==> src/hw/rtl/stc_pkg.sv <==
// ----------------------------------------------------------------------------
// stc_pkg
// Types, opcode constants and helper functions for the script tokenizer.
// ----------------------------------------------------------------------------
package stc_pkg;

	typedef enum logic [2:0] {
		KIND_OPCODE   = 3'd0,
		KIND_PUSH_LEN = 3'd1,
		KIND_EXT_LEN  = 3'd2,
		KIND_DATA     = 3'd3,
		KIND_INVALID  = 3'd4
	} token_kind_t;

	typedef enum logic [2:0] {
		TMPL_NONE     = 3'd0,
		TMPL_P2PKH    = 3'd1,
		TMPL_P2SH     = 3'd2,
		TMPL_P2PK     = 3'd3,
		TMPL_MULTISIG = 3'd4
	} template_t;

	localparam logic [7:0] DIRECT_MIN        = 8'h01;
	localparam logic [7:0] DIRECT_MAX        = 8'h4b;
	localparam logic [7:0] OPC_PUSHDATA1     = 8'h4c;
	localparam logic [7:0] OPC_PUSHDATA2     = 8'h4d;
	localparam logic [7:0] OPC_PUSHDATA4     = 8'h4e;
	localparam logic [7:0] LAST_KNOWN        = 8'hb9;
	localparam logic [7:0] INVALID_OP        = 8'hff;
	localparam logic [7:0] HASH_PUSH         = 8'h14;
	localparam logic [7:0] SMALLINT_BASE     = 8'h50;
	localparam logic [7:0] KEY_LONG          = 8'd65;
	localparam logic [7:0] KEY_SHORT         = 8'd33;
	localparam logic [7:0] OPC_DUP           = 8'h76;
	localparam logic [7:0] OPC_HASH160       = 8'ha9;
	localparam logic [7:0] OPC_EQUAL         = 8'h87;
	localparam logic [7:0] OPC_EQUALVERIFY   = 8'h88;
	localparam logic [7:0] OPC_CHECKSIG      = 8'hac;
	localparam logic [7:0] OPC_CHECKMULTISIG = 8'hae;

	localparam int CAND_PKH = 0;
	localparam int CAND_SH  = 1;
	localparam int CAND_PK  = 2;
	localparam int CAND_MS  = 3;

	// one tagged byte travelling from front to back
	typedef struct packed {
		logic [7:0]  value;
		token_kind_t kind;
		logic        stmt_start;
		logic        stmt_end;
		logic        truncated;
		logic        last;
		logic [7:0]  sym;
	} token_t;

	function automatic logic is_key_push(input logic [7:0] s);
		return (s == KEY_LONG) || (s == KEY_SHORT);
	endfunction

	function automatic logic is_small_int(input logic [7:0] s);
		return (s > SMALLINT_BASE) && (s <= SMALLINT_BASE + 8'd16);
	endfunction

	function automatic logic [7:0] pkh_sym(input logic [2:0] idx);
		logic [7:0] s;
		unique case (idx)
			3'd0: s = OPC_DUP;
			3'd1: s = OPC_HASH160;
			3'd2: s = HASH_PUSH;
			3'd3: s = OPC_EQUALVERIFY;
			3'd4: s = OPC_CHECKSIG;
			default: s = 8'h00;
		endcase
		return s;
	endfunction

	function automatic logic [7:0] sh_sym(input logic [1:0] idx);
		logic [7:0] s;
		unique case (idx)
			2'd0: s = OPC_HASH160;
			2'd1: s = HASH_PUSH;
			2'd2: s = OPC_EQUAL;
			default: s = 8'h00;
		endcase
		return s;
	endfunction

endpackage

==> src/hw/rtl/stc_if.sv <==
// ----------------------------------------------------------------------------
// stc_if
// Stream interfaces for script bytes in and tagged tokens out.
// ----------------------------------------------------------------------------
interface stc_in_if;
	logic       valid;
	logic       ready;
	logic [7:0] script_byte;
	logic       end_of_script;

	modport source (output valid, output script_byte, output end_of_script, input ready);
	modport sink (input valid, input script_byte, input end_of_script, output ready);
endinterface

interface stc_out_if;
	logic       valid;
	logic       ready;
	logic [7:0] token_value;
	logic [2:0] token_kind;
	logic       statement_start;
	logic       statement_end;
	logic       truncated;
	logic       script_end;
	logic [2:0] script_template;

	modport source (
		output valid, output token_value, output token_kind, output statement_start,
		output statement_end, output truncated, output script_end,
		output script_template, input ready
	);
	modport sink (
		input valid, input token_value, input token_kind, input statement_start,
		input statement_end, input truncated, input script_end,
		input script_template, output ready
	);
endinterface

==> src/hw/rtl/stc_front.sv <==
// ----------------------------------------------------------------------------
// stc_front
// Byte parser: tracks push lengths and data, tags each beat, flags truncation.
// ----------------------------------------------------------------------------
module stc_front (
	input  logic           clk,
	input  logic           arst_n,
	stc_in_if.sink         script,
	output logic           tok_valid,
	output stc_pkg::token_t tok,
	input  logic           tok_ready
);
	import stc_pkg::*;

	typedef enum logic [2:0] {
		PH_OP   = 3'd0,
		PH_LEN1 = 3'd1,
		PH_LEN2 = 3'd2,
		PH_LEN4 = 3'd3,
		PH_DATA = 3'd4
	} phase_t;

	phase_t      phase_q, phase_n;
	logic [2:0]  len_left_q, len_left_n;
	logic [31:0] len_acc_q, len_acc_n;
	logic [31:0] data_left_q, data_left_n;
	logic [6:0]  push_size_q, push_size_n;

	logic [7:0]  b;
	logic        accept;
	logic [2:0]  total;
	logic [2:0]  left;
	logic [2:0]  left_m1;
	logic [1:0]  pos;
	logic [31:0] data_dec;

	assign b             = script.script_byte;
	assign script.ready  = tok_ready;
	assign tok_valid     = script.valid;
	assign accept        = script.valid & tok_ready;

	always_comb begin
		phase_n       = phase_q;
		len_left_n    = len_left_q;
		len_acc_n     = len_acc_q;
		data_left_n   = data_left_q;
		push_size_n   = push_size_q;
		tok.value     = b;
		tok.kind      = KIND_OPCODE;
		tok.stmt_start = 1'b0;
		tok.stmt_end  = 1'b0;
		tok.sym       = b;
		total         = 3'd4;
		left          = 3'd0;
		left_m1       = 3'd0;
		pos           = 2'd0;
		data_dec      = 32'd0;

		unique case (phase_q)
			PH_LEN1, PH_LEN2, PH_LEN4: begin
				tok.kind = KIND_EXT_LEN;
				total    = (phase_q == PH_LEN1) ? 3'd1 : (phase_q == PH_LEN2) ? 3'd2 : 3'd4;
				left     = len_left_q;
				if (left == 3'd0 || left > total) begin
					left = total;
				end
				pos        = 2'(total - left);
				len_acc_n  = len_acc_q | ({24'd0, b} << {pos, 3'b000});
				left_m1    = left - 3'd1;
				len_left_n = left_m1;
				if (left_m1 == 3'd0) begin
					data_left_n = len_acc_n;
					if (len_acc_n == 32'd0) begin
						tok.stmt_end = 1'b1;
						tok.sym      = OPC_PUSHDATA1;
						phase_n      = PH_OP;
					end else begin
						phase_n = PH_DATA;
					end
				end
			end
			PH_DATA: begin
				tok.kind    = KIND_DATA;
				data_dec    = (data_left_q != 32'd0) ? data_left_q - 32'd1 : 32'd0;
				data_left_n = data_dec;
				if (data_dec == 32'd0) begin
					tok.stmt_end = 1'b1;
					tok.sym      = (push_size_q != 7'd0) ? {1'b0, push_size_q} : OPC_PUSHDATA1;
					phase_n      = PH_OP;
				end
			end
			default: begin
				tok.stmt_start = 1'b1;
				phase_n        = PH_OP;
				if (b >= DIRECT_MIN && b <= DIRECT_MAX) begin
					tok.kind    = KIND_PUSH_LEN;
					push_size_n = b[6:0];
					data_left_n = {24'd0, b};
					phase_n     = PH_DATA;
				end else if (b >= OPC_PUSHDATA1 && b <= OPC_PUSHDATA4) begin
					push_size_n = 7'd0;
					len_acc_n   = 32'd0;
					if (b == OPC_PUSHDATA1) begin
						phase_n    = PH_LEN1;
						len_left_n = 3'd1;
					end else if (b == OPC_PUSHDATA2) begin
						phase_n    = PH_LEN2;
						len_left_n = 3'd2;
					end else begin
						phase_n    = PH_LEN4;
						len_left_n = 3'd4;
					end
				end else if (b <= LAST_KNOWN) begin
					tok.stmt_end = 1'b1;
				end else begin
					tok.value    = INVALID_OP;
					tok.kind     = KIND_INVALID;
					tok.stmt_end = 1'b1;
					tok.sym      = INVALID_OP;
				end
			end
		endcase

		tok.last      = script.end_of_script;
		tok.truncated = script.end_of_script && (phase_n != PH_OP);
		if (script.end_of_script) begin
			phase_n     = PH_OP;
			len_left_n  = 3'd0;
			len_acc_n   = 32'd0;
			data_left_n = 32'd0;
			push_size_n = 7'd0;
		end
	end

	always_ff @(posedge clk or negedge arst_n) begin
		if (!arst_n) begin
			phase_q     <= PH_OP;
			len_left_q  <= 3'd0;
			len_acc_q   <= 32'd0;
			data_left_q <= 32'd0;
			push_size_q <= 7'd0;
		end else if (accept) begin
			phase_q     <= phase_n;
			len_left_q  <= len_left_n;
			len_acc_q   <= len_acc_n;
			data_left_q <= data_left_n;
			push_size_q <= push_size_n;
		end
	end

endmodule

==> src/hw/rtl/stc_queue.sv <==
// ----------------------------------------------------------------------------
// stc_queue
// Small register FIFO of tokens between parser and classifier.
// ----------------------------------------------------------------------------
module stc_queue #(
	parameter int DEPTH = 4
) (
	input  logic            clk,
	input  logic            arst_n,
	input  logic            push_valid,
	input  stc_pkg::token_t push_tok,
	output logic            push_ready,
	output logic            pop_valid,
	output stc_pkg::token_t pop_tok,
	input  logic            pop_ready
);
	import stc_pkg::*;

	localparam int PTR_W = (DEPTH > 1) ? $clog2(DEPTH) : 1;
	localparam int CNT_W = $clog2(DEPTH + 1);
	localparam logic [PTR_W-1:0] PTR_LAST = PTR_W'(DEPTH - 1);
	localparam logic [CNT_W-1:0] CNT_FULL = CNT_W'(DEPTH);

	token_t           slots_q [DEPTH];
	logic [PTR_W-1:0] wr_ptr_q;
	logic [PTR_W-1:0] rd_ptr_q;
	logic [CNT_W-1:0] count_q;
	logic             do_push;
	logic             do_pop;

	assign push_ready = (count_q != CNT_FULL);
	assign pop_valid  = (count_q != '0);
	assign pop_tok    = slots_q[rd_ptr_q];
	assign do_push    = push_valid & push_ready;
	assign do_pop     = pop_valid & pop_ready;

	always_ff @(posedge clk) begin
		if (do_push) begin
			slots_q[wr_ptr_q] <= push_tok;
		end
	end

	always_ff @(posedge clk or negedge arst_n) begin
		if (!arst_n) begin
			wr_ptr_q <= '0;
			rd_ptr_q <= '0;
			count_q  <= '0;
		end else begin
			if (do_push) begin
				wr_ptr_q <= (wr_ptr_q == PTR_LAST) ? '0 : wr_ptr_q + 1'b1;
			end
			if (do_pop) begin
				rd_ptr_q <= (rd_ptr_q == PTR_LAST) ? '0 : rd_ptr_q + 1'b1;
			end
			if (do_push && !do_pop) begin
				count_q <= count_q + 1'b1;
			end else if (do_pop && !do_push) begin
				count_q <= count_q - 1'b1;
			end
		end
	end

endmodule

==> src/hw/rtl/stc_back.sv <==
// ----------------------------------------------------------------------------
// stc_back
// Statement tracker and template classifier with registered token output.
// ----------------------------------------------------------------------------
module stc_back (
	input  logic            clk,
	input  logic            arst_n,
	input  logic            in_valid,
	input  stc_pkg::token_t in_tok,
	output logic            in_ready,
	stc_out_if.source       token
);
	import stc_pkg::*;

	logic [5:0]  count_q, count_n;
	logic [3:0]  cand_q, cand_n;
	logic [7:0]  first_q, first_n;
	logic [4:0]  keys_q, keys_n;
	logic [15:0] recent_q, recent_n;

	logic        out_valid_q;
	logic        pop;
	logic [7:0]  sym;
	logic [7:0]  last_sym;
	logic [7:0]  prev_sym;
	logic        ms_ok;
	template_t   tmpl;

	assign in_ready = !out_valid_q || token.ready;
	assign pop      = in_valid && in_ready;
	assign sym      = in_tok.sym;

	always_comb begin
		count_n  = count_q;
		cand_n   = cand_q;
		first_n  = first_q;
		keys_n   = keys_q;
		recent_n = recent_q;

		if (in_tok.stmt_end) begin
			if (count_q >= 6'd5 || pkh_sym(count_q[2:0]) != sym) begin
				cand_n[CAND_PKH] = 1'b0;
			end
			if (count_q >= 6'd3 || sh_sym(count_q[1:0]) != sym) begin
				cand_n[CAND_SH] = 1'b0;
			end
			if (!((count_q == 6'd0 && is_key_push(sym)) ||
			      (count_q == 6'd1 && sym == OPC_CHECKSIG))) begin
				cand_n[CAND_PK] = 1'b0;
			end
			if (count_q == 6'd0) begin
				first_n = sym;
				if (!is_small_int(sym)) begin
					cand_n[CAND_MS] = 1'b0;
				end
			end else if (is_key_push(sym) && keys_q != 5'd31) begin
				keys_n = keys_q + 5'd1;
			end
			recent_n = {recent_q[7:0], sym};
			if (count_q != 6'd63) begin
				count_n = count_q + 6'd1;
			end
		end

		last_sym = recent_n[7:0];
		prev_sym = recent_n[15:8];
		ms_ok = cand_n[CAND_MS] && count_n >= 6'd4 && last_sym == OPC_CHECKMULTISIG &&
		        is_small_int(prev_sym) && first_n <= prev_sym &&
		        {3'd0, keys_n} == prev_sym - SMALLINT_BASE &&
		        count_n == {1'b0, keys_n} + 6'd3;

		priority if (in_tok.truncated) begin
			tmpl = TMPL_NONE;
		end else if (cand_n[CAND_PKH] && count_n == 6'd5) begin
			tmpl = TMPL_P2PKH;
		end else if (cand_n[CAND_SH] && count_n == 6'd3) begin
			tmpl = TMPL_P2SH;
		end else if (cand_n[CAND_PK] && count_n == 6'd2) begin
			tmpl = TMPL_P2PK;
		end else if (ms_ok) begin
			tmpl = TMPL_MULTISIG;
		end else begin
			tmpl = TMPL_NONE;
		end

		if (in_tok.last) begin
			count_n  = 6'd0;
			cand_n   = 4'hf;
			first_n  = 8'd0;
			keys_n   = 5'd0;
			recent_n = 16'd0;
		end
	end

	always_ff @(posedge clk or negedge arst_n) begin
		if (!arst_n) begin
			count_q     <= 6'd0;
			cand_q      <= 4'hf;
			first_q     <= 8'd0;
			keys_q      <= 5'd0;
			recent_q    <= 16'd0;
			out_valid_q <= 1'b0;
		end else begin
			if (pop) begin
				count_q  <= count_n;
				cand_q   <= cand_n;
				first_q  <= first_n;
				keys_q   <= keys_n;
				recent_q <= recent_n;
			end
			if (in_ready) begin
				out_valid_q <= in_valid;
			end
		end
	end

	always_ff @(posedge clk) begin
		if (pop) begin
			token.token_value     <= in_tok.value;
			token.token_kind      <= in_tok.kind;
			token.statement_start <= in_tok.stmt_start;
			token.statement_end   <= in_tok.stmt_end;
			token.truncated       <= in_tok.truncated;
			token.script_end      <= in_tok.last;
			token.script_template <= in_tok.last ? tmpl : TMPL_NONE;
		end
	end

	assign token.valid = out_valid_q;

endmodule

==> src/hw/rtl/script_tokenizer_classifier.sv <==
// ----------------------------------------------------------------------------
// script_tokenizer_classifier
// Splits a byte-serial script into statements, tags every byte and
// classifies the complete script at its end byte.
//
//   channel  dir  payload                                   beat
//   script   in   script_byte, end_of_script                one script byte
//   token    out  token_value, token_kind, statement_start,  one tagged byte
//                 statement_end, truncated, script_end,
//                 script_template
//
// One byte per cycle sustained while the queue has room; a byte taken is written
// into the queue (by the parser), then into the output register (by the classifier).
// The queue of QUEUE_DEPTH beats lets the parser keep taking bytes while
// the output is stalled. Reset clears parser, classifier and queue at once;
// bytes are taken as soon as reset is released.
// ----------------------------------------------------------------------------
module script_tokenizer_classifier #(
	parameter int QUEUE_DEPTH = 4
) (
	input logic       clk,
	input logic       arst_n,
	stc_in_if.sink    script,
	stc_out_if.source token
);
	import stc_pkg::*;

	logic   fr_valid;
	logic   fr_ready;
	token_t fr_tok;
	logic   bk_valid;
	logic   bk_ready;
	token_t bk_tok;

	stc_front u_front (
		.clk      (clk),
		.arst_n   (arst_n),
		.script   (script),
		.tok_valid(fr_valid),
		.tok      (fr_tok),
		.tok_ready(fr_ready)
	);

	stc_queue #(
		.DEPTH(QUEUE_DEPTH)
	) u_queue (
		.clk       (clk),
		.arst_n    (arst_n),
		.push_valid(fr_valid),
		.push_tok  (fr_tok),
		.push_ready(fr_ready),
		.pop_valid (bk_valid),
		.pop_tok   (bk_tok),
		.pop_ready (bk_ready)
	);

	stc_back u_back (
		.clk     (clk),
		.arst_n  (arst_n),
		.in_valid(bk_valid),
		.in_tok  (bk_tok),
		.in_ready(bk_ready),
		.token   (token)
	);

endmodule

==> src/flat_wrapper.sv <==
// flat-port wrapper written by rule: the top's interface ports become plain ports
module script_tokenizer_classifier_flat import stc_pkg::*;
#(
	parameter int QUEUE_DEPTH = 4
)
  (clk, arst_n, script_valid, script_script_byte, script_end_of_script, script_ready, token_valid, token_token_value, token_token_kind, token_statement_start, token_statement_end, token_truncated, token_script_end, token_script_template, token_ready);
  stc_in_if script_i ();
  stc_out_if token_i ();
  input logic clk;
  input logic arst_n;
  input wire logic [$bits(script_i.valid)-1:0] script_valid;
  input wire logic [$bits(script_i.script_byte)-1:0] script_script_byte;
  input wire logic [$bits(script_i.end_of_script)-1:0] script_end_of_script;
  output wire logic [$bits(script_i.ready)-1:0] script_ready;
  output wire logic [$bits(token_i.valid)-1:0] token_valid;
  output wire logic [$bits(token_i.token_value)-1:0] token_token_value;
  output wire logic [$bits(token_i.token_kind)-1:0] token_token_kind;
  output wire logic [$bits(token_i.statement_start)-1:0] token_statement_start;
  output wire logic [$bits(token_i.statement_end)-1:0] token_statement_end;
  output wire logic [$bits(token_i.truncated)-1:0] token_truncated;
  output wire logic [$bits(token_i.script_end)-1:0] token_script_end;
  output wire logic [$bits(token_i.script_template)-1:0] token_script_template;
  input wire logic [$bits(token_i.ready)-1:0] token_ready;
  assign script_i.valid = script_valid;
  assign script_i.script_byte = script_script_byte;
  assign script_i.end_of_script = script_end_of_script;
  assign script_ready = script_i.ready;
  assign token_valid = token_i.valid;
  assign token_token_value = token_i.token_value;
  assign token_token_kind = token_i.token_kind;
  assign token_statement_start = token_i.statement_start;
  assign token_statement_end = token_i.statement_end;
  assign token_truncated = token_i.truncated;
  assign token_script_end = token_i.script_end;
  assign token_script_template = token_i.script_template;
  assign token_i.ready = token_ready;
  script_tokenizer_classifier #(.QUEUE_DEPTH(QUEUE_DEPTH)) u_core (.clk(clk), .arst_n(arst_n), .script(script_i), .token(token_i));
endmodule
==> config.mk <==
export PLATFORM = sky130hd
export DESIGN_NAME = script_tokenizer_classifier_flat
export DESIGN_NICKNAME = d
export VERILOG_FILES = /design/src/hw/rtl/stc_pkg.sv /design/src/hw/rtl/stc_if.sv /design/src/hw/rtl/stc_front.sv /design/src/hw/rtl/stc_queue.sv /design/src/hw/rtl/stc_back.sv /design/src/hw/rtl/script_tokenizer_classifier.sv /design/src/flat_wrapper.sv
export SDC_FILE = /design/constraint.sdc
export NUM_CORES = 1
export LEC_CHECK = 0
export ABC_AREA = 1
export BUFFER_PORTS_ARGS = -buffer_cell sky130_fd_sc_hd__buf_4
export CORE_AREA = 3 3 216 218
export CTS_CLUSTER_SIZE = 25
export DETAILED_ROUTE_END_ITERATION = 12
export DIE_AREA = 0 0 219 221
export SLEW_MARGIN = 30
export SYNTH_ARGS = -nofsm -noshare
export SYNTH_HDL_FRONTEND = slang
export SYNTH_SLANG_ARGS = --single-unit
export TNS_END_PERCENT = 100
==> constraint.sdc <==
create_clock -name clk -period 4.2 [get_ports clk]
set_input_delay 0.63 -clock clk [delete_from_list [all_inputs] [get_ports clk]]
set_output_delay 0.63 -clock clk [all_outputs]
set_load 0.02 [all_outputs]
==> results.md, run 1 <==
Detailed routing:
- Dividing the detail-routed via count by the number of cells gives just over 5.
- The post-detailed-route count of antenna-violating nets is 0.
- The count of vias placed by the detailed router is 11,800.
- The number of remaining DRC errors is 0.
- After the first detailed-routing iteration, the DRC count stood at 835.
- The detailed-route wire length per cell is 17.9 um.
- The routed wire length is around 42 mm.
- The number of detailed-route iterations in the first pass is 5.

Clocking:
- The clock input transition at the sequential cells of the worst setup and hold paths is 0.06 ns.
- The clock tree buffer depth is 3.
- The total number of clock tree sinks is 234.
- The clock latency on the worst-skew pair is 0.58 ns.
- CTS built an H-tree with a depth of 1.
- The count of buffers added by post-CTS timing repair for setup is 0.
- Counting the buffers created by CTS gives 29.
- The clock tree root driver cell is sky130_fd_sc_hd__clkbuf_16.
- TritonCTS built the clock tree.

Pwr:
- Across the VDD grid, the largest voltage drop is 0.516 mV.
- Internal power comes to 7.70 mW.
- The power density over the cells is between 900 and 1000 mW/mm2.
- Sequential cells burn 22.5% of the power.
- The part of the total power dissipated in combinational logic is between 50% and 60%.
- For this design the static power due to leakage is 6.84 nW.
- Net switching is 49.4% of the power.
- Summed over all nets, the switching power comes to between 7 and 8 mW.
- Per report_power, the clock group accounts for 18.5% of the total.
- The overall power consumption is 15.2 mW.

Layout:
- Cells with a size suffix above 1 make up 14.3% of the layout.
- 0 antenna diodes ended up in the layout.
- The layout overhead on the synthesized area is 17.6%.
- After the last flow step, the layout net total stands at 1,754.
- The summed area of non-filler cells in the final layout is around 0.016 mm2.
- The number of non-filler instances in the completed layout is 2,331.
- In the final layout, the multi-input gates occupy 0.00595 mm2.
- In the final layout, flip-flops and latches occupy 0.00641 mm2.
- For this run, the share of the core covered by cells in the final layout is between 30% and 40%.
- The filler cells instantiated in the layout total roughly 4,700.

Global route:
- The overflow left after global routing is 0.
- Entering global routing, the biggest net connects 55 pins.
- The overall track demand over capacity in global routing is 17.1%.
- The first-pass GRT wire length is between 60 and 70 mm.
- The via count of the first global-routing pass is 11,700.
- The number of antenna violations at the first check in global routing is 0.

Setup path:
- The maximum fanout count along the critical path is 15.
- The critical path is of the register to register type.
- The destination of the critical timing path is u_core.u_queue.slots_q[3][3].
- The endpoint arrival time on the critical path is between 4 and 5 ns.
- The critical path depth in cells is 23.
- For this design, the slowest cell found on the critical path is sky130_fd_sc_hd__dfrtp_1.
- The most critical setup path has its startpoint at u_core.u_front.phase_q[2].
- For the worst flop-to-flop path, the logic depth is 23.
- STA classifies the critical path endpoint as a register.
- The endpoint identified for the worst register-to-register timing path is u_core.u_queue.slots_q[3][3].
- The stage delay of the slowest cell on the critical path is 0.42 ns.
- STA classifies the critical path startpoint as a register.
- The worst register-to-register path has a setup slack of 0.33 ns.
- Broken down by cell family, the worst path's largest delay share belongs to simple AND/OR/NAND/NOR gates.
- The sum of buffers and inverters on the critical path is 6.
- The critical path goes through inv_1 > nand3_1 > nand2_1 > ha_1 > a21oi_1 > nand2_1 > nand2_1 > nand2_2 > o21ai_2 > inv_1 > ha_1 > buf_12 > nor2_1 > inv_1 > o21ai_2 > inv_1 > nand4_1 > nor2_1 > nand2_1 > nor2_2 > nand3_2 > buf_4 > nand3_1.
- The beginning of the worst register-to-register path is u_core.u_front.phase_q[2].
- STA puts the critical path data required time at 4.49 ns.

STA:
- The smallest clock period supported by the final layout is computed as 3.87 ns.
- The count of pins over their slew limit was 0.
- The period utilization is between 90% and 100%.
- The final clock skew is 0.00905 ns.
- Timing would allow up to 258 MHz.
- Hold timing on the final database bottoms out at a slack of 0.245 ns.
- Measured against its own limit, the worst slew margin works out to between 40% and 50%.
- At the pin with the least slew margin, the transition time is 0.894 ns.
- The count of final hold-check violations was 0.
- The final setup violation count is 0.

Worst hold path:
- In this run the worst hold path is classified as primary input to register.

Synthesis:
- Synthesis produced a netlist whose cell count is 1,646.
- The number of nets handed over by synthesis was 1,692.
- By area the synthesized netlist is led by sky130_fd_sc_hd__edfxtp_1 25%, sky130_fd_sc_hd__dfrtp_1 22%, sky130_fd_sc_hd__nand2_1 8.3%.
- Summed over all instances, the cell type with the most area after synthesis is sky130_fd_sc_hd__edfxtp_1.
- The top flip-flop cell by instance count after synthesis is sky130_fd_sc_hd__dfrtp_1.
- The average instance in the mapped netlist occupies 8.17 um2.
- The number of distinct standard cells referenced by the synthesized netlist is 58.
- The proportion of synthesized flip-flops having asynchronous set or reset is ~53%.
- Sequential cells were found to cover 47.7% of the synthesized design area.
- For this run, the number of Yosys warnings is 0.
- After synthesis the cells add up to roughly 0.013 mm2.
- The flop and latch count out of synthesis is 234.
- The number of enable flip-flop cells after synthesis is 110.
- The fraction of synthesized cell area taken by the top area cell type is around a quarter.

Job:
- Max-cap violations in this run came to 0.

Place:
- Summing all placed instances gives a cell area of 0.0147 mm2.
- The routability congestion estimate is a little over 0.9.
- The quantity of I/O buffers inserted on ports is 32.
- The instance count after placement with tap cells included is 2,276.
- The HPWL after detailed placement is 29.3 mm.

Floorplanning:
- The die span in y is 221 um.
- The number of placement rows is 78.
- The I/O pin count is 33.
- For this configuration, the core starts out at a cell density of 29.8%.
- The die covers 0.0484 mm2.
- The die is 219 um wide.
- The total core area is roughly 0.045 mm2.

Run status:
- The run finished with clean final reports.
[metal layers]
metal	vias to the layer above	wire, um	global-route usage (%)
met5	-	0	0
met4	0	1360	5.62
met3	83	2330	2.53
met2	356	19200	27.4
met1	5707	18900	23.7
li1	5694	-	-
[flip-flops by register name, indices dropped and copies added (netlist names), 2 cells and up]
register,cells
u_core.u_back.cand_q,4
u_core.u_back.count_q,6
u_core.u_back.first_q,8
u_core.u_back.keys_q,5
u_core.u_back.recent_q,16
u_core.u_back.token.script_template,3
u_core.u_back.token.token_kind,3
u_core.u_back.token.token_value,8
u_core.u_front.data_left_q,32
u_core.u_front.len_acc_q,32
u_core.u_front.len_left_q,3
u_core.u_front.phase_q,3
u_core.u_front.push_size_q,7
u_core.u_queue.count_q,3
u_core.u_queue.rd_ptr_q,2
u_core.u_queue.slots_q,92
u_core.u_queue.wr_ptr_q,2
[through the flow]
step	setup TNS (ns)	setup slack [ns]
after floorplan	0	0.625
after global placement	0	0.113
after detailed placement	0	0.0502
after CTS	0	0.0301
after global routing	-0.217	-0.0295
final	0	0.330
[cells in the mapped netlist, types with 10 or more instances]
cell	instances
sky130_fd_sc_hd__nand2_1	298
sky130_fd_sc_hd__inv_1	217
sky130_fd_sc_hd__nor2_1	188
sky130_fd_sc_hd__o21ai_0	148
sky130_fd_sc_hd__dfrtp_1	120
sky130_fd_sc_hd__nand3_1	120
sky130_fd_sc_hd__edfxtp_1	110
sky130_fd_sc_hd__o22ai_1	68
sky130_fd_sc_hd__a21oi_1	44
sky130_fd_sc_hd__clkbuf_1	39
sky130_fd_sc_hd__ha_1	32
sky130_fd_sc_hd__nand4_1	24
sky130_fd_sc_hd__nor3_1	23
sky130_fd_sc_hd__o32ai_1	20
sky130_fd_sc_hd__nand2_2	18
sky130_fd_sc_hd__inv_2	16
sky130_fd_sc_hd__nor2_2	16
sky130_fd_sc_hd__o21ai_1	16
sky130_fd_sc_hd__buf_2	15
sky130_fd_sc_hd__o211ai_1	14
sky130_fd_sc_hd__xor2_1	13
sky130_fd_sc_hd__a22o_1	10
sky130_fd_sc_hd__nand3_2	10
[power groups by stage]
stage | Clock (mW) | Sequential, mW | Combinational (mW)
floorplan | 0 | 3.49 | 5.95
global placement | 0 | 3.44 | 8.81
detailed placement | 0 | 3.45 | 8.83
CTS | 2.89 | 3.41 | 8.87
global route | 2.99 | 3.47 | 10.0
finish | 2.82 | 3.42 | 8.98
[layout by cell type (no fill, tap or decap), types with 5 or more instances in the layout]
cell type | synthesis | final
sky130_fd_sc_hd__nand2_1 | 298 | 296
sky130_fd_sc_hd__inv_1 | 217 | 216
sky130_fd_sc_hd__nor2_1 | 188 | 181
sky130_fd_sc_hd__o21ai_0 | 148 | 142
sky130_fd_sc_hd__nand3_1 | 120 | 120
sky130_fd_sc_hd__dfrtp_1 | 120 | 119
sky130_fd_sc_hd__edfxtp_1 | 110 | 110
sky130_fd_sc_hd__buf_4 | 3 | 87
sky130_fd_sc_hd__o22ai_1 | 68 | 68
sky130_fd_sc_hd__a21oi_1 | 44 | 44
sky130_fd_sc_hd__ha_1 | 32 | 31
sky130_fd_sc_hd__clkbuf_16 | 0 | 29
sky130_fd_sc_hd__nand4_1 | 24 | 24
sky130_fd_sc_hd__nor3_1 | 23 | 22
sky130_fd_sc_hd__nor2_2 | 16 | 22
sky130_fd_sc_hd__nand2_2 | 18 | 20
sky130_fd_sc_hd__o32ai_1 | 20 | 20
sky130_fd_sc_hd__o21ai_1 | 16 | 18
sky130_fd_sc_hd__inv_2 | 16 | 17
sky130_fd_sc_hd__o211ai_1 | 14 | 14
sky130_fd_sc_hd__xor2_1 | 13 | 13
sky130_fd_sc_hd__nand3_2 | 10 | 10
sky130_fd_sc_hd__a22o_1 | 10 | 10
sky130_fd_sc_hd__bufinv_16 | 0 | 7
sky130_fd_sc_hd__o21ai_2 | 2 | 6
sky130_fd_sc_hd__nor2_4 | 5 | 6
sky130_fd_sc_hd__o21a_1 | 5 | 5
[worst min path at each step]
stage / start / to / slack (ns) / cells after the start
final: token_ready / u_core.u_back.token.valid / 0.25 / 2
after detailed placement: u_core.u_back.cand_q[3] / u_core.u_back.cand_q[3] / 0.47 / 2
after global routing: token_ready / u_core.u_back.token.valid / 0.24 / 2
after global placement: u_core.u_back.first_q[0] / u_core.u_back.first_q[0] / 0.46 / 2
after CTS: token_ready / u_core.u_back.token.valid / 0.22 / 2
after floorplan: arst_n / u_core.u_back.count_q[0] / 0.33 / 0
[repair_timing]
action                                  in CTS  in global routing
endpoints found under the hold margin       36                  0
endpoints found under the setup margin       0                 22
gates resized for setup                      0                 18
hold buffers                                 1                  0
[cell families (layout without fill, tap and decap cells)]
family | Yosys count | after routing | share of synthesized area [%]
buffers and inverters | 296 | 381 | 8.66
XOR/XNOR | 16 | 16 | 1.14
AND/OR/NAND/NOR | 721 | 721 | 24.1
adder cells (fa/ha/maj) | 33 | 33 | 3.12
flip-flops | 234 | 234 | 47.7
AO/OA/AOI/OAI | 346 | 346 | 15.3
[layout make-up]
cell class              count  area share, %
clock inverters            19           1.93
inverters                 235           5.58
clock buffers              35           4.92
multi-input cells        1116           37.6
well taps                 600           4.75
flip-flops and latches    234           40.5
repair buffers             92           4.69
No activity file was read; power rests on OpenSTA's default activity.
==> inputs of run 2 (changes only) <==
--- a/config.mk
+++ b/config.mk
@@ -11,6 +11,7 @@
 export CTS_CLUSTER_SIZE = 25
 export DETAILED_ROUTE_END_ITERATION = 12
 export DIE_AREA = 0 0 219 221
+export RECOVER_POWER = 25
 export SLEW_MARGIN = 30
 export SYNTH_ARGS = -nofsm -noshare
 export SYNTH_HDL_FRONTEND = slang
==> run 2 against run 1 <==
Net effect: the run now ends with max-capacitance violations, max-slew violations left; sequential share of layout area rose by 0.097 points; via count shrank 0.14%; first-iteration DRC count grew 0.12%; critical endpoint unchanged; global-route usage is the same; final cell count unchanged; clock skew up 0.00051 ns.
==> results.md, run 2 (synthesized netlist as in run 1, its figures left out) <==
Run status:
- The run finished, with violations left.
- The final reports fail on max-capacitance violations, max-slew violations.

Clocking:
- The count of buffers added by post-CTS timing repair for setup was 0 (unchanged).
- Clock tree synthesis selected as its root buffer the cell sky130_fd_sc_hd__clkbuf_16.
- The clock latency on the worst-skew pair came to 0.58 ns (about the same).
- The total CTS buffers is 29 (unchanged).
- The clock tree from TritonCTS is done.
- The level count of the clock H-tree is 1 (unchanged).
- The total number of clock tree sinks is 234 (unchanged).
- The clock input transition at the sequential cells of the worst setup and hold paths is 0.06 ns (about the same).
- The clock tree buffer depth is 3 (unchanged).

Setup path:
- The data required time at the worst endpoint was 4.61 ns (+0.12 ns).
- The worst setup path is captured at a register.
- In this design, the largest share of critical-path delay is due to simple AND/OR/NAND/NOR gates.
- The worst setup path is of the register to register kind.
- The largest individual stage delay along the critical path comes from the cell sky130_fd_sc_hd__dfrtp_1.
- Counting stages on the worst path, the most repeated cell is sky130_fd_sc_hd__nand2_1.
- The sum of buffers and inverters on the critical path was 6 (unchanged).
- STA classifies the critical path startpoint as a register.
- The endpoint arrival time on the critical path came to 4.29 ns (+0.13 ns).
- The worst register-to-register path begins at u_core.u_front.phase_q[2].
- The maximum fanout count along the critical path is 7 (-8).
- The most critical setup path has its startpoint at u_core.u_front.phase_q[2].
- The stage delay of the slowest cell on the critical path is 0.42 ns (about the same).
- Walking the worst path, the cells encountered are inv_1 > nand3_1 > nand2_1 > ha_1 > a21oi_1 > nand2_1 > nand2_1 > nand2_2 > o21ai_2 > inv_1 > ha_1 > inv_1 > nand3_2 > buf_4 > nand3_1 > nand2_1 > inv_1 > nand4_1 > nor2_1 > nand2_1 > nor2_2 > nand3_2 > buf_4 > nand3_1.

Global route:
- The via count of the first global-routing pass was 11,700 (unchanged).
- The overall track demand over capacity in global routing was 17.1% (unchanged).
- The number of antenna violations at the first check in global routing is 0 (unchanged).
- The first-pass GRT wire length came to 66.0 mm (unchanged).
- The overflow left after global routing is 0 (unchanged).
- The maximum number of pins on one net before global-route repair was 55 (unchanged).

Detailed routing:
- The mean number of vias per cell is 5.07 (-0.14%).
- The count of vias placed by the detailed router is 11,800 (-0.14%).
- The detailed-route wire length per cell is 17.9 um (about the same).
- The number of detailed-route iterations in the first pass came to 5 (unchanged).
- The iteration-0 DRC count of the detailed router is 836 (+0.12%).
- The number of remaining DRC errors is 0 (unchanged).
- The post-detailed-route count of antenna-violating nets was 0 (unchanged).
- The routed wire length was 41.8 mm (about the same).

Layout:
- The summed area of non-filler cells in the final layout is 0.0158 mm2 (-0.24%).
- The number of non-filler instances in the completed layout is 2,331 (unchanged).
- The flip-flop count of the largest register after layout is 92 (unchanged).
- The layout overhead on the synthesized area is 17.3%.
- The fraction of final layout cells sized beyond drive strength 1 was 13.9% (-0.35 points).
- The number of nets in the finished design came to 1,754 (unchanged).
- Ranked by flip-flop count, first place goes to u_core.u_queue.slots_q.
- The layout filler cell count is 4,692 (+0.064%).
- The top cell types in the final layout, fill and taps aside, are 296 x sky130_fd_sc_hd__nand2_1, 216 x sky130_fd_sc_hd__inv_1, 181 x sky130_fd_sc_hd__nor2_1.
- The number of inserted diodes is 0 (unchanged).
- The commonest non-fill, non-tap cell in the layout is sky130_fd_sc_hd__nand2_1.
- The largest registers in the layout are u_core.u_queue.slots_q (92), u_core.u_front.data_left_q (32), u_core.u_front.len_acc_q (32).

Worst hold path:
- The min-delay analysis places its worst path in the category primary input to register.
- The worst hold path begins at token_ready.

Job:
- The number of max-capacitance violations reported was 2 (+2).

Floorplanning:
- The die span in y is 221 um (unchanged).
- The number of placement rows is 78 (unchanged).
- The floorplan die area is 0.0484 mm2 (unchanged).
- The horizontal die dimension came to 219 um (unchanged).
- The total core area came to 0.0451 mm2 (unchanged).
- The initial core utilization is 29.8% (unchanged).
- The I/O pin count is 33 (unchanged).

STA:
- The highest achievable clock rate was 258 MHz (-0.18%).
- The worst-case hold slack is 0.245 ns (-0.000390 ns).
- The period utilization is 92.3% (+0.17 points).
- The total negative slack for setup checks is 0 ns (unchanged).
- The worst max-slew margin expressed relative to the limit is -75.0% (-120 points).
- The count of pins over their slew limit is 86 (+86).
- The final critical delay including setup and external delays came to 3.88 ns (+0.00696 ns).
- The count of final hold-check violations is 0 (unchanged).
- The final setup violation count was 0 (unchanged).
- The measured slew at the worst slew-check pin is 2.62 ns (+1.73 ns).
- The final clock skew is 0.00956 ns (+0.000507 ns).

Pwr:
- The internal power came to 7.70 mW (about the same).
- The power density over the cells came to 965 mW/mm2 (+0.27%).
- The standby leakage power came to 6.82 nW (-0.30%).
- The switching part of the total power came to 49.4% (about the same).
- The clock share of power is 18.5% (about the same).
- The peak ir drop on the vdd network came to 0.518 mV (+0.37%).
- The part of the total power dissipated in combinational logic is 59.0% (about the same).
- The net switching power is 7.53 mW (+0.10%).
- The overall power consumption is 15.2 mW (about the same).
- The portion of total power attributed to sequential cells is 22.5% (about the same).

Place:
- The post-detailed-placement cell area is 0.0147 mm2 (unchanged).
- The HPWL after detailed placement is 29.3 mm (unchanged).
- The routability congestion estimate is 0.934 (unchanged).
- The instance count after placement with tap cells included is 2,276 (unchanged).
- The quantity of I/O buffers inserted on ports is 32 (unchanged).
[run 2: power by group through the flow]
stage	clock [mW]	sequential, mW	combinational, mW
global route	2.99	3.48	10.0
CTS	2.89	3.41	8.87
global placement	0	3.44	8.81
floorplan	0	3.49	5.95
detailed placement	0	3.45	8.83
finish	2.82	3.42	8.98
[run 2: routing by layer]
layer  global-route usage, %  vias to the layer above  share of wire (%)
li1                        -                     5699                  -
met1                    23.7                     5709                 45
met2                    27.4                      340                 46
met3                    2.53                       75                5.7
met4                    5.62                        0                3.1
met5                       0                        -                  0
[run 2: final timing paths]
check | slack (ns) | cells after the start | to
worst max-delay path | 0.32 | 24 | u_core.u_queue.slots_q[3][3]
worst min-delay path | 0.25 | 2 | u_core.u_back.token.valid
worst max register to register | 0.32 | 24 | u_core.u_queue.slots_q[3][3]
worst min register to register | 0.48 | 2 | u_core.u_back.cand_q[3]
max in group asynchronous | 1.05 | 3 | u_core.u_back.count_q[2]
min in group asynchronous | 1.42 | 2 | u_core.u_front.push_size_q[4]
[run 2: repair_timing]
action | CTS | global route
endpoints found under the setup margin | 0 | 22
gates resized for setup | 0 | 18
endpoints found under the hold margin | 36 | 0
hold buffers | 1 | 0
[run 2: final cells by class]
class	count	area [um2]	share of cell area [%]
Sequential cell	234	6410	40.6
Tap cell	600	751	4.76
Clock inverter	19	305	1.93
Timing Repair Buffer	92	719	4.56
Multi-Input combinational cell	1116	5930	37.6
Inverter	235	883	5.60
Clock buffer	35	778	4.93
[run 2: stage by stage]
step / worst slack, ns / util, %
4_1_cts: 0.0301 / 35.0
3_5_place_dp: 0.0502 / 32.6
6_report: 0.323 / 35.0
5_1_grt: -0.0295 / 35.0
2_1_floorplan: 0.625 / -
3_3_place_gp: 0.113 / 32.5
==> inputs of run 3 (changes only) <==
--- a/config.mk
+++ b/config.mk
@@ -5,12 +5,11 @@
 export SDC_FILE = /design/constraint.sdc
 export NUM_CORES = 1
 export LEC_CHECK = 0
-export ABC_AREA = 1
 export BUFFER_PORTS_ARGS = -buffer_cell sky130_fd_sc_hd__buf_4
-export CORE_AREA = 3 3 216 218
+export CORE_AREA = 3 3 209 211
 export CTS_CLUSTER_SIZE = 25
 export DETAILED_ROUTE_END_ITERATION = 12
-export DIE_AREA = 0 0 219 221
+export DIE_AREA = 0 0 212 214
 export RECOVER_POWER = 25
 export SLEW_MARGIN = 30
 export SYNTH_ARGS = -nofsm -noshare
==> run 3 against run 2 <==
Net effect: the run still ends with max-capacitance violations, max-slew violations left; worst setup slack got worse by 0.12 ns; synthesized cell count fell by 27%; total power fell by 24%; sequential power rose by 4%; via count fell by 16%; die area fell by 6.3%; clock-buffer cell count fell by 4; final cell count fell by 23%; global-route usage fell by 2.2 points.
==> results.md, run 3 <==
Layout:
- The number of inserted diodes was 0 (unchanged).
- The number of non-filler instances in the completed layout is 1,788 (-23%).
- The commonest non-fill, non-tap cell in the layout is sky130_fd_sc_hd__dfrtp_1.
- The register with the most flip-flops is u_core.u_queue.slots_q.
- The fraction of final layout cells sized beyond drive strength 1 is 15.3% (+1.4 points).
- The number of nets in the finished design is 1,276 (-27%).
- The sequential cell area is 0.00641 mm2 (unchanged).
- The multi-input combinational cell area came to 0.00571 mm2 (-3.7%).
- The flip-flop count of the largest register after layout was 92 (unchanged).
- The largest registers in the layout are u_core.u_queue.slots_q (92), u_core.u_front.data_left_q (32), u_core.u_front.len_acc_q (32).
- The summed area of non-filler cells in the final layout is 0.0145 mm2 (-8.1%).
- The core utilization of the finished layout is 34.6% (-0.41 points).
- From synthesis to final layout, the design area changed by 16.0%.
- In the layout the commonest cells are 119 x sky130_fd_sc_hd__dfrtp_1, 110 x sky130_fd_sc_hd__edfxtp_1, 103 x sky130_fd_sc_hd__nor2_1.
- The layout filler cell count came to 4,198 (-11%).

Job:
- The number of max-capacitance violations reported is 1 (-1).

Synthesis:
- The number of distinct standard cells referenced by the synthesized netlist is 79 (+36%).
- The top flip-flop cell by instance count after synthesis is sky130_fd_sc_hd__dfrtp_1.
- The mean post-synth cell area is 10.5 um2 (+28%).
- The cell count after synthesis is 1,197 (-27%).
- The number of nets in the synthesized netlist was 1,243 (-27%).
- The flop and latch count out of synthesis is 234 (unchanged).
- The fraction of synthesized cell area taken by the top area cell type came to 26.4% (+1.9 points).
- The proportion of synthesized flip-flops having asynchronous set or reset is 53.0% (unchanged).
- The sequential-to-total area share from yosys stat was 51.3% (+3.6 points).
- The number of enable flip-flop cells after synthesis is 110 (unchanged).
- By count the netlist is led by 120 x sky130_fd_sc_hd__dfrtp_1, 110 x sky130_fd_sc_hd__edfxtp_1, 103 x sky130_fd_sc_hd__nor2_1, 102 x sky130_fd_sc_hd__nand2_1, 87 x sky130_fd_sc_hd__a21oi_1.
- After synthesis, the cell types taking the most area are sky130_fd_sc_hd__edfxtp_1 26%, sky130_fd_sc_hd__dfrtp_1 24%, sky130_fd_sc_hd__mux4_2 4.1%.
- The leading area contributor after synthesis is sky130_fd_sc_hd__edfxtp_1.
- The synthesized area is 0.0125 mm2 (-7.0%).
- The count of synthesis-stage warnings from yosys is 0 (unchanged).
- The cell with the most instances after synthesis is sky130_fd_sc_hd__dfrtp_1.

STA:
- The measured slew at the worst slew-check pin came to 3.30 ns (+0.673 ns).
- The total negative slack for setup checks is 0 ns (unchanged).
- The final clock skew came to 0.0178 ns (+0.00820 ns).
- The worst-case hold slack is 0.331 ns (+0.0859 ns).
- The final setup violation count was 0 (unchanged).
- The worst max-slew margin expressed relative to the limit is -120% (-45 points).
- The count of final hold-check violations is 0 (unchanged).
- The period utilization came to 95.3% (+3.0 points).
- The highest achievable clock rate is 250 MHz (-3.1%).
- The slack of the critical path was 0.199 ns (-0.124 ns).
- The final critical delay including setup and external delays is 4.00 ns (+0.124 ns).
- The count of pins over their slew limit was 63 (-27%).

Pwr:
- The standby leakage power is 5.76 nW (-16%).
- The power density over the cells is 801 mW/mm2 (-17%).
- The peak ir drop on the vdd network is 0.574 mV (+11%).
- The overall power consumption is 11.6 mW (-24%).

Global route:
- The overflow left after global routing is 0 (unchanged).
- The number of antenna violations at the first check in global routing is 0 (unchanged).
- The first-pass GRT wire length came to 55.0 mm (-17%).
- The overall track demand over capacity in global routing is 14.9% (-2.2 points).
- The via count of the first global-routing pass is 9,825 (-16%).
- The maximum number of pins on one net before global-route repair is 64 (+16%).

Detailed routing:
- The mean number of vias per cell was 5.56 (+9.5%).
- The iteration-0 DRC count of the detailed router came to 973 (+16%).
- The number of remaining DRC errors is 0 (unchanged).
- The detailed-route wire length per cell came to 19.3 um (+7.4%).
- The routed wire length came to 34.5 mm (-18%).
- The post-detailed-route count of antenna-violating nets is 0 (unchanged).
- The number of detailed-route iterations in the first pass is 5 (unchanged).
- The count of vias placed by the detailed router was 9,934 (-16%).

Setup path:
- The sort of element at the start of the critical path is a register.
- The stage delay of the slowest cell on the critical path was 0.59 ns (+0.17 ns).
- The critical setup path kind is register to register.
- The endpoint arrival time on the critical path is 4.30 ns (about the same).
- The critical path depth in cells is 16 (-33%).
- The depth of the worst register-to-register path is 16 (-33%).
- The slowest stage of the critical path belongs to the cell sky130_fd_sc_hd__or4_4.
- The capture instance of the worst register-to-register path is u_core.u_queue.slots_q[1][9].
- The worst reg-to-reg setup slack came to 0.20 ns (-0.12 ns).
- The source of the critical timing path is u_core.u_front.phase_q[0].
- Traced cell by cell, the critical path runs through nand2b_1 > nor2_1 > inv_1 > ha_1 > nor2b_1 > o21ai_1 > a32oi_1 > o21ai_0 > o21ai_0 > ha_2 > or4_4 > a21oi_4 > nand2_1 > a21oi_2 > nand4_1 > and4_4.
- The beginning of the worst register-to-register path is u_core.u_front.phase_q[0].
- The data required time at the worst endpoint came to 4.49 ns (-0.12 ns).
- The sum of buffers and inverters on the critical path is 1 (-5).
- In this run the worst setup path terminates at u_core.u_queue.slots_q[1][9].
- Broken down by cell family, the worst path's largest delay share belongs to simple AND/OR/NAND/NOR gates.
- The worst setup path is captured at a register.
- The most numerous cell type found on the critical path is sky130_fd_sc_hd__o21ai_0.
- The maximum fanout count along the critical path was 6 (-1).

Place:
- The post-detailed-placement cell area was 0.0135 mm2 (-7.9%).
- The quantity of I/O buffers inserted on ports is 32 (unchanged).
- The worst-case setup slack after placement is 0.115 ns (+0.0650 ns).
- The HPWL after detailed placement came to 23.9 mm (-18%).
- The routability congestion estimate was 0.855 (-8.4%).
- The instance count after placement with tap cells included is 1,741 (-24%).

Clocking:
- The clock latency on the worst-skew pair is 0.55 ns (-0.03 ns).
- The total of hold buffers inserted after clock tree synthesis came to 0 (-1).
- The total CTS buffers is 26 (-10%).
- The total number of clock tree sinks came to 234 (unchanged).
- The clock input transition at the sequential cells of the worst setup and hold paths is 0.06 ns (about the same).
- The clock tree from TritonCTS is done.
- The clock tree buffer depth is 3 (unchanged).
- The level count of the clock H-tree came to 1 (unchanged).
- The tree is rooted in a sky130_fd_sc_hd__clkbuf_16.

Run status:
- The flow ran to the end, but the final reports show violations.
- The checks that failed: max-capacitance violations, max-slew violations.

Floorplanning:
- The floorplan die area is 0.0454 mm2 (-6.3%).
- The initial core utilization is 29.8% (about the same).
- The die span in y came to 214 um (-3.2%).
- The total core area is 0.0419 mm2 (-7.0%).
- The I/O pin count was 33 (unchanged).
- The number of placement rows is 75 (-3.8%).
- The horizontal die dimension is 212 um (-3.2%).

Worst hold path:
- The class of the tightest hold or removal check is primary input to register.
==> run 3: cell types whose count changed in the layout (fill, tap and decap cells not counted), sizes merged, moves of 13 or more <==
cell   previous run  this run
inv             235        38
mux2i             0        17
a22o             10        40
o32ai            20         3
o21ai           167        90
o22ai            68        19
nand3           131        12
xnor2             2        19
a21oi            46        87
or3               0        13
nor4              2        38
mux4              0        23
nor2            209       103
nand2           318       102
==> run 3: final cells by class <==
cell class,count,share of cell area [%]
Sequential cell,234,44.2
Multi-Input combinational cell,845,39.4
Clock buffer,31,4.75
Tap cell,539,4.65
Timing Repair Buffer,84,4.43
Clock inverter,16,1.60
Inverter,39,1.01
==> run 3: cell families after synthesis <==
| kind of cell | count (synthesis) | share of synthesized area, % |
|---|---|---|
| AND/OR/NAND/NOR | 410 | 16.8 |
| AO/OA/AOI/OAI | 323 | 16.6 |
| flip-flops | 234 | 51.3 |
| buffers and inverters | 118 | 3.65 |
| multiplexers | 47 | 6.13 |
| adder cells (fa/ha/maj) | 34 | 3.44 |
| XOR/XNOR | 31 | 2.17 |
==> run 3: worst register-to-register path, delay by kind of cell (launching register included) <==
family	cells	cell delay, ns
adders and majority gates	2	0.51
DFF	1	0.41
buffers and inverters	1	0.08
and+or+nand+nor	7	1.62
AOI/OAI and AO/OA	6	1.15
==> run 3: per-layer routing <==
layer	wire length (um)	vias to the layer above	part of all wire, %	global-route usage [%]
met5	0	-	0	0
met4	976	0	2.8	4.51
met3	2130	74	6.2	2.53
met2	16400	400	48	24.4
met1	14900	4883	43	20.3
li1	-	4577	-	-
==> run 3: worst min-delay path by stage <==
stage | start | to | slack (ns) | cells after the start
after floorplan | arst_n | u_core.u_back.count_q[0] | 0.33 | 0
after global placement | u_core.u_back.recent_q[13] | u_core.u_back.recent_q[13] | 0.47 | 2
after detailed placement | u_core.u_back.first_q[0] | u_core.u_back.first_q[0] | 0.48 | 2
after CTS | arst_n | u_core.u_queue.count_q[2] | 0.22 | 1
after global routing | token_ready | u_core.u_back.token.valid | 0.34 | 4
final | token_ready | u_core.u_back.token.valid | 0.33 | 4
==> run 3: power by group <==
part           total [mW]  switching [mW]  internal, mW
Clock                2.43           0.948          1.48
Combinational        5.65            3.41          2.24
Sequential           3.54           0.395          3.14
==> run 3: what timing repair did <==
action                                 CTS  global route
buffers inserted                         0             0
resized for setup                        0            19
endpoints found under the hold margin    0             0
setup endpoints to repair                0            53
